### src/hw/rtl/dlsc_pkg.sv
// Shared types, constants and LFSR step functions for the dual LFSR stream cipher.
// No dependencies; every other RTL file imports this package.
`default_nettype none

package dlsc_pkg;

    localparam int unsigned DataWidth  = 8;
    localparam int unsigned KeyWidth   = 40;
    localparam int unsigned ShortWidth = 17;
    localparam int unsigned LongWidth  = 25;
    localparam int unsigned ShortSeedWidth = 16;
    localparam int unsigned LongSeedWidth  = 24;

    typedef logic [DataWidth-1:0]  byte_t;
    typedef logic [KeyWidth-1:0]   key_t;
    typedef logic [ShortWidth-1:0] short_lfsr_t;
    typedef logic [LongWidth-1:0]  long_lfsr_t;

    // Control from the input stage to the keystream generator.
    typedef struct packed {
        logic advance;
        logic start;
    } gen_ctrl_t;

    typedef struct packed {
        short_lfsr_t state;
        byte_t       out_byte;
    } short_step_t;

    typedef struct packed {
        long_lfsr_t state;
        byte_t      out_byte;
    } long_step_t;

    // Eight shifts of the short register, taps at bits 16 and 2, first bit lands in the MSB.
    function automatic short_step_t short_step8(input short_lfsr_t seed);
        short_step_t res;
        short_lfsr_t s;
        byte_t       ob;
        logic        fb;
        s  = seed;
        ob = '0;
        for (int i = 0; i < DataWidth; i++)
        begin
            fb = s[16] ^ s[2];
            ob = {ob[DataWidth-2:0], fb};
            s  = {fb, s[ShortWidth-1:1]};
        end
        res.state    = s;
        res.out_byte = ob;
        return res;
    endfunction

    // Eight shifts of the long register, taps at bits 24, 7, 5 and 1.
    function automatic long_step_t long_step8(input long_lfsr_t seed);
        long_step_t res;
        long_lfsr_t s;
        byte_t      ob;
        logic       fb;
        s  = seed;
        ob = '0;
        for (int i = 0; i < DataWidth; i++)
        begin
            fb = s[24] ^ s[7] ^ s[5] ^ s[1];
            ob = {ob[DataWidth-2:0], fb};
            s  = {fb, s[LongWidth-1:1]};
        end
        res.state    = s;
        res.out_byte = ob;
        return res;
    endfunction

endpackage

`default_nettype wire

### src/hw/rtl/dlsc_if.sv
// Valid/ready channel interfaces for data in, data out and key writes.
// Depends on dlsc_pkg for payload types.
`default_nettype none

interface dlsc_in_if
    import dlsc_pkg::*;
();
    logic  valid;
    logic  ready;
    byte_t data_in;
    logic  start_of_message;

    modport source (output valid, output data_in, output start_of_message, input ready);
    modport sink   (input valid, input data_in, input start_of_message, output ready);
endinterface

interface dlsc_out_if
    import dlsc_pkg::*;
();
    logic  valid;
    logic  ready;
    byte_t data_out;

    modport source (output valid, output data_out, input ready);
    modport sink   (input valid, input data_out, output ready);
endinterface

interface dlsc_cfg_if
    import dlsc_pkg::*;
();
    logic valid;
    logic ready;
    key_t cipher_key;

    modport source (output valid, output cipher_key, input ready);
    modport sink   (input valid, input cipher_key, output ready);
endinterface

`default_nettype wire

### src/hw/rtl/dual_lfsr_add_stream_cipher_core.sv
// Top level of the dual LFSR stream cipher: key register, input stage,
// keystream generator and result register. Depends on dlsc_pkg, dlsc_if,
// dlsc_in_stage and dlsc_keygen.
//
//   channel | modport | payload                          | moves
//   --------+---------+----------------------------------+---------------------
//   in_ch   | sink    | data_in[7:0], start_of_message   | one item per byte
//   out_ch  | source  | data_out[7:0]                    | one item per input
//   cfg_ch  | sink    | cipher_key[39:0]                 | key write, always ready
//
// One item per cycle sustained while the output is ready; the result passes through
// the input register and then the result register.
// Both LFSRs step eight places in combinational XOR logic, then an 8-bit add.
// Reset clears the LFSRs, carry and key to zero; no clearing pass.
// An output stall holds the result register; the input stage takes one more
// item, then input ready drops until the result is taken.
`default_nettype none

module dual_lfsr_add_stream_cipher_core
    import dlsc_pkg::*;
(
    input  wire logic  clk,
    input  wire logic  rst_n,
    dlsc_in_if.sink    in_ch,
    dlsc_out_if.source out_ch,
    dlsc_cfg_if.sink   cfg_ch
);

    key_t      key_reg;
    logic      out_valid_reg;
    logic      out_valid_next;
    byte_t     out_data_reg;
    logic      take;
    logic      held_valid;
    byte_t     held_data;
    gen_ctrl_t ctrl;
    byte_t     key_byte;

    assign cfg_ch.ready = 1'b1;

    always_ff @(posedge clk or negedge rst_n)
    begin
        if (!rst_n)
        begin
            key_reg <= '0;
        end
        else if (cfg_ch.valid)
        begin
            key_reg <= cfg_ch.cipher_key;
        end
    end

    // Advance the held item when the result register is free or emptying.
    assign take = !out_valid_reg || out_ch.ready;

    dlsc_in_stage u_in_stage (
        .clk        (clk),
        .rst_n      (rst_n),
        .in_ch      (in_ch),
        .take       (take),
        .held_valid (held_valid),
        .held_data  (held_data),
        .ctrl       (ctrl)
    );

    dlsc_keygen u_keygen (
        .clk        (clk),
        .rst_n      (rst_n),
        .ctrl       (ctrl),
        .cipher_key (key_reg),
        .key_byte   (key_byte)
    );

    always_comb
    begin
        out_valid_next = out_valid_reg;
        if (take)
        begin
            out_valid_next = held_valid;
        end
    end

    always_ff @(posedge clk or negedge rst_n)
    begin
        if (!rst_n)
        begin
            out_valid_reg <= 1'b0;
        end
        else
        begin
            out_valid_reg <= out_valid_next;
        end
    end

    always_ff @(posedge clk)
    begin
        if (ctrl.advance)
        begin
            out_data_reg <= held_data ^ key_byte;
        end
    end

    assign out_ch.valid    = out_valid_reg;
    assign out_ch.data_out = out_data_reg;

endmodule

`default_nettype wire

### src/hw/rtl/dlsc_in_stage.sv
// Input register stage: captures one item and hands it to the keystream logic.
// Depends on dlsc_pkg and dlsc_in_if.
`default_nettype none

module dlsc_in_stage
    import dlsc_pkg::*;
(
    input  wire logic clk,
    input  wire logic rst_n,
    dlsc_in_if.sink   in_ch,
    input  wire logic take,
    output logic      held_valid,
    output byte_t     held_data,
    output gen_ctrl_t ctrl
);

    logic  valid_reg;
    logic  valid_next;
    byte_t data_reg;
    logic  start_reg;
    logic  load;

    // Accept whenever the stage is empty or the held item leaves in the same cycle.
    assign in_ch.ready = !valid_reg || take;
    assign load        = in_ch.valid && in_ch.ready;

    always_comb
    begin
        valid_next = valid_reg;
        if (load)
        begin
            valid_next = 1'b1;
        end
        else if (take)
        begin
            valid_next = 1'b0;
        end
    end

    always_ff @(posedge clk or negedge rst_n)
    begin
        if (!rst_n)
        begin
            valid_reg <= 1'b0;
        end
        else
        begin
            valid_reg <= valid_next;
        end
    end

    always_ff @(posedge clk)
    begin
        if (load)
        begin
            data_reg  <= in_ch.data_in;
            start_reg <= in_ch.start_of_message;
        end
    end

    assign held_valid   = valid_reg;
    assign held_data    = data_reg;
    assign ctrl.advance = take && valid_reg;
    assign ctrl.start   = start_reg;

endmodule

`default_nettype wire

### src/hw/rtl/dlsc_keygen.sv
// Keystream generator: both LFSRs and the running carry, one byte per advance.
// Depends on dlsc_pkg.
`default_nettype none

module dlsc_keygen
    import dlsc_pkg::*;
(
    input  wire logic      clk,
    input  wire logic      rst_n,
    input  wire gen_ctrl_t ctrl,
    input  wire key_t      cipher_key,
    output byte_t          key_byte
);

    short_lfsr_t short_reg;
    long_lfsr_t  long_reg;
    logic        carry_reg;

    short_lfsr_t short_seed;
    long_lfsr_t  long_seed;
    logic        carry_in;
    short_step_t short_res;
    long_step_t  long_res;
    logic [DataWidth:0] sum;

    // On a start, reseed from the key with a forced one in bit 0 and drop the carry.
    always_comb
    begin
        if (ctrl.start)
        begin
            short_seed = {cipher_key[KeyWidth-1 -: ShortSeedWidth], 1'b1};
            long_seed  = {cipher_key[LongSeedWidth-1:0], 1'b1};
            carry_in   = 1'b0;
        end
        else
        begin
            short_seed = short_reg;
            long_seed  = long_reg;
            carry_in   = carry_reg;
        end
        short_res = short_step8(short_seed);
        long_res  = long_step8(long_seed);
        sum = {1'b0, short_res.out_byte} + {1'b0, long_res.out_byte}
            + {{DataWidth{1'b0}}, carry_in};
    end

    assign key_byte = sum[DataWidth-1:0];

    always_ff @(posedge clk or negedge rst_n)
    begin
        if (!rst_n)
        begin
            short_reg <= '0;
            long_reg  <= '0;
            carry_reg <= 1'b0;
        end
        else if (ctrl.advance)
        begin
            short_reg <= short_res.state;
            long_reg  <= long_res.state;
            carry_reg <= sum[DataWidth];
        end
    end

endmodule

`default_nettype wire

### src/flat_wrapper.sv
// flat-port wrapper written by rule: the top's interface ports become plain ports
module dual_lfsr_add_stream_cipher_core_flat import dlsc_pkg::*;
  (clk, rst_n, in_ch_valid, in_ch_data_in, in_ch_start_of_message, in_ch_ready, out_ch_valid, out_ch_data_out, out_ch_ready, cfg_ch_valid, cfg_ch_cipher_key, cfg_ch_ready);
  dlsc_in_if in_ch_i ();
  dlsc_out_if out_ch_i ();
  dlsc_cfg_if cfg_ch_i ();
  input  wire logic clk;
  input  wire logic rst_n;
  input wire logic [$bits(in_ch_i.valid)-1:0] in_ch_valid;
  input wire logic [$bits(in_ch_i.data_in)-1:0] in_ch_data_in;
  input wire logic [$bits(in_ch_i.start_of_message)-1:0] in_ch_start_of_message;
  output wire logic [$bits(in_ch_i.ready)-1:0] in_ch_ready;
  output wire logic [$bits(out_ch_i.valid)-1:0] out_ch_valid;
  output wire logic [$bits(out_ch_i.data_out)-1:0] out_ch_data_out;
  input wire logic [$bits(out_ch_i.ready)-1:0] out_ch_ready;
  input wire logic [$bits(cfg_ch_i.valid)-1:0] cfg_ch_valid;
  input wire logic [$bits(cfg_ch_i.cipher_key)-1:0] cfg_ch_cipher_key;
  output wire logic [$bits(cfg_ch_i.ready)-1:0] cfg_ch_ready;
  assign in_ch_i.valid = in_ch_valid;
  assign in_ch_i.data_in = in_ch_data_in;
  assign in_ch_i.start_of_message = in_ch_start_of_message;
  assign in_ch_ready = in_ch_i.ready;
  assign out_ch_valid = out_ch_i.valid;
  assign out_ch_data_out = out_ch_i.data_out;
  assign out_ch_i.ready = out_ch_ready;
  assign cfg_ch_i.valid = cfg_ch_valid;
  assign cfg_ch_i.cipher_key = cfg_ch_cipher_key;
  assign cfg_ch_ready = cfg_ch_i.ready;
  dual_lfsr_add_stream_cipher_core u_core (.clk(clk), .rst_n(rst_n), .in_ch(in_ch_i), .out_ch(out_ch_i), .cfg_ch(cfg_ch_i));
endmodule
### config.mk
export PLATFORM = sky130hd
export DESIGN_NAME = dual_lfsr_add_stream_cipher_core_flat
export DESIGN_NICKNAME = d
export VERILOG_FILES = /design/src/hw/rtl/dlsc_pkg.sv /design/src/hw/rtl/dlsc_if.sv /design/src/hw/rtl/dual_lfsr_add_stream_cipher_core.sv /design/src/hw/rtl/dlsc_in_stage.sv /design/src/hw/rtl/dlsc_keygen.sv /design/src/flat_wrapper.sv
export SDC_FILE = /design/constraint.sdc
export NUM_CORES = 1
export LEC_CHECK = 0
export BUFFER_PORTS_ARGS = -buffer_cell sky130_fd_sc_hd__buf_2
export CORE_ASPECT_RATIO = 1.75
export CORE_MARGIN = 3
export CORE_UTILIZATION = 52
export CTS_CLUSTER_DIAMETER = 40
export CTS_CLUSTER_SIZE = 24
export DETAILED_ROUTE_END_ITERATION = 6
export HOLD_SLACK_MARGIN = 0.08
export PLACE_DENSITY = 0.73
export RECOVER_POWER = 100
export SYNTH_ARGS = -nofsm -noshare
export SYNTH_HDL_FRONTEND = slang
export SYNTH_HIERARCHICAL = 1
export SYNTH_SLANG_ARGS = --single-unit
### constraint.sdc
create_clock -name clk -period 12 [get_ports clk]
set_clock_uncertainty 0.05 [all_clocks]
set_input_delay 1.8 -clock clk [delete_from_list [all_inputs] [get_ports clk]]
set_output_delay 1.8 -clock clk [all_outputs]
set_load 0.005 [all_outputs]
; ---- After elaboration in Yosys (flattened, before gate mapping)
; Cells that the tools add are included.
[op_classes]
n_shift = 0
div = 0
n_eq_ne = 0
magnitude_cmp = 0
multipliers = 0
reduce_logical = 7
n_addsub = 2
n_bitwise = 33
mux = 5
[op_table]
columns = cell, n
row1 = 1-bit bitwise XOR, 32
row2 = 25-bit two-way mux, 1
row3 = 17-bit two-way mux, 1
row4 = 8-bit by 8-bit adder with 9-bit output, 1
row5 = 9-bit by 1-bit adder with 9-bit output, 1
row6 = 8-bit bitwise XOR, 1
row7 = 1-bit two-way mux, 3
row8 = 1-bit logical AND, 2
row9 = 1-bit zero test, 2
row10 = 1-bit logical OR, 2
row11 = 2-bit nonzero test, 1
[totals]
latch_bits = 0
n_memories = 0
output_inout_bits = 11
romBits = 0
elab_cells = 56
input_bits = 54
reg_bits = 102
mem_bits_rw = 0

; ---- Longest topological paths before layout
[logic_depth]
word_depth = 28
ltp_mapped = 17

; ---- Cells and area by module
; Netlist, hierarchy kept.
[modules_own_cells]
columns = mod, seq_area_each_um2, area_each_um2, instances, cells_each
row1 = dlsc_keygen, 1001.0, 2836.5, 1, 269
row2 = dual_lfsr_add_stream_cipher_core, 1266.2, 1855.5, 1, 105
row3 = dlsc_in_stage, 295.3, 337.8, 1, 15

; ---- Least setup slack after synthesis
; OpenSTA, ideal clock, no wires.
[synth_timing]
path_kind = register to register
startpoint = reg u_core.key_reg[4]
endpoint = reg u_core.out_data_reg[6] (netlist: u_core/out_ch.data_out[6]) (data pin)
arrival_time_ps = 3730
stages_incl_launch_ff = 16
required_ps = 11693
setup_time_ps = 257
path_slack_ps = 7963
cell_sequence = dfrtp_1 -> xnor2_1 -> mux2i_4 -> xnor2_2 -> xor2_2 -> xnor2_4 -> xnor3_1 -> fa_1 -> fa_1 -> a21o_1 -> a21oi_1 -> o21bai_1 -> a21oi_1 -> xnor2_1 -> buf_4 -> xor2_1
[synth_lines]
columns = element, line
row1 = from (decl), dual_lfsr_add_stream_cipher_core.sv:29  ; key_t key_reg;
row2 = from (signal assigned), dual_lfsr_add_stream_cipher_core.sv:49  ; key_reg <= cfg_ch.cipher_key;
row3 = to (signal assigned), dual_lfsr_add_stream_cipher_core.sv:99  ; out_data_reg <= held_data ^ key_byte;
row4 = to (decl), dual_lfsr_add_stream_cipher_core.sv:32  ; byte_t out_data_reg;

==> results.md <==
* Kind of critical path: flip-flop to flip-flop
* Initial core utilization at 54.2%
* Slew margin rel. at -183%
* DR vias at 2905
* GRT Util Overall at 17.9%
* Hold Crit Depth at 1
* Die Footprint at 10900 um2
* Final min period at between 7 and 8 ns
* Core footprint at 9210 um2
* Num rows at 46
* Vias/cell at 5.19
* Failing checks: max-capacitance violations, max-slew violations
* Routed len/inst at ~16 um
* Ports at 65
* RR Startpoint: u_core/u_in_stage/start_reg
* Worst path slowest cell: clkbuf_1
* Fin crit share at approximately three fifths
* Flop-to-flop setup slack at 4.86 ns
* Fill count at slightly below 800
* RSZ-0062 raised after global routing: false
* Sequential Area at 2540 um2
* H-tree depth at 3
* DRC violation count after routing at 0
* Max reg flops at 39
* Synth Warn # at 6
* Critical Path RT at between 10 and 15 ns
* Outcome: finished, violations left
* Max Slew Vio Count at approximately 250
* CTS Hold Bufs at 0
* Final TNS setup at 0 ns
* Vias in the first global route at between 2000 and 3000
* Least-Margin Pin Slew at 4.25 ns
* Antenna diode count at 0
* Layout area overhead at 11.0%
* Placed Instances at roughly 550
* Clk root buf: clkbuf_16
* IO Port Bufs at just over 60
* R2r endpoint: u_core/u_keygen/carry_reg
* Post-CTS setup buffers at 0
* Worst-Skew Late Latency at roughly 0.34 ns
* CTS tree: yes
* Drt pass-1 iters at 4
* Syn nets at 450
* Worst setup margin at 4.86 ns
* Hold_sp: u_core/u_in_stage/held_valid
* WHS Endpoint: u_core/out_ch.valid
* CP max FO at between 40 and 50
* Synthesized area at 4990 um2
* Clock-pin slew on the worst setup and hold paths at 0.06 ns
* # clock sinks at 98
* Final #Nets at 499
* DR iter-0 viols at approximately 130
* Cells after synthesis at ~390
* Setup violators final at 0
* Post-layout util at 60.2%
* Crit path cell chain: clkbuf_1 -> mux2i_1 -> xnor2_1 -> xor2_1 -> xnor2_1 -> xnor3_1 -> fa_1 -> fa_1 -> a21o_1 -> a21oi_1 -> o21bai_1 -> a21oi_1 -> o21bai_1 -> a21oi_1 -> a21oi_1
* FF-to-FF path depth at 15
* Largest net degree at the start of global routing at 82
* RD Place Congestion at 0.798
* Max Cap Violations at 4
* Most used cell, CP: a21oi_1
* First-pass GRT wire length at 14.7 mm
* Initial antenna violation count at 0
* Worst min path class: flip-flop to flip-flop
* Layout cells sized above 1 at 28.4%
* Multi-input logic area at 2220 um2
* Crit end category: flip-flop
* Max clock buf depth at 2
* CP max stage delay at around 2.2 ns
* Dpl ws at between 7 and 8 ns
* Detailed Place HPWL at 6.52 mm
* Mean cell area of the mapped netlist at 12.9 um2
* CP startpoint kind: flip-flop
* Number of CTS-inserted buffers at 9
* Max Clk Rate at ~140 MHz
* Non-Filler Instances at 560
* Grt total ovfl at 0
* Final Hold Vio Count at 0
* DIE WIDTH at ~80 um
* DRT Wirelength at approximately 9 mm
* Post-CTS Resized at 0
* DRT antenna net count at 0
* Die height at roughly 140 um
* CP arrival at between 7 and 8 ns
## cell usage in the layout, fill, tap and decap left out, types with 3 or more instances in the layout
master,n
a21oi_1,35
xnor3_1,3
buf_2,55
inv_1,5
o21bai_1,4
nor2_1,29
mux2i_1,31
clkbuf_1,10
xnor2_1,52
ha_1,7
mux2_2,53
o21ai_0,3
nand2b_1,4
nand2_1,3
edfxtp_1,17
xor2_1,23
dfrtp_1,81
clkbuf_16,10
## cell type report
type,instances,share of cell area (%)
Clock buffer,13,4.90
Clock inverter,2,0.632
Inverter,5,0.339
Multi-Input combinational cell,258,40.0
Sequential cell,98,45.8
Tap cell,120,2.71
Timing Repair Buffer,64,5.60
## layer usage
metal	track usage, %	routed length (um)	share of wire (%)
met1	19.8	3510	38
met2	33.7	5190	57
met4	5.92	136	1.5
met5	0	0	0
met3	3.40	296	3.2
## per-stage QoR
step                      hold WS (ns)  cell area (um2)
after floorplan                  0.430             4990
after global placement           0.438             5300
after detailed placement         0.447             5300
after CTS                        0.461             5610
after global routing             0.469             5540
final                            0.436             5540
## critical path: cells and delay by family (launching register included)
| kind | cells | cell delay (ns) |
|---|---|---|
| AO/OA/AOI/OAI | 7 | 1.04 |
| XOR/XNOR | 4 | 2.06 |
| adder cells (fa/ha/maj) | 2 | 0.87 |
| buffers and inverters | 1 | 2.19 |
| flip-flops | 1 | 0.32 |
| multiplexers | 1 | 0.32 |
## how the worst max path moves through the flow
stage | start | endpoint | slack [ns]
global route | u_core/u_in_stage/start_reg | u_core/u_keygen/carry_reg | 4.41
finish | u_core/u_in_stage/start_reg | u_core/u_keygen/carry_reg | 4.86
CTS | u_core/u_in_stage/start_reg | u_core/out_ch.data_out[6] | 7.14
detailed placement | u_core/u_in_stage/start_reg | u_core/out_ch.data_out[6] | 7.16
floorplan | u_core/key_reg[4] | u_core/out_ch.data_out[6] | 7.96
global placement | u_core/u_in_stage/start_reg | u_core/out_ch.data_out[6] | 7.25
Power is left out: the tool's default activity adds up to more than one toggle a clock period on the data nets, which glitch-free logic cannot reach.
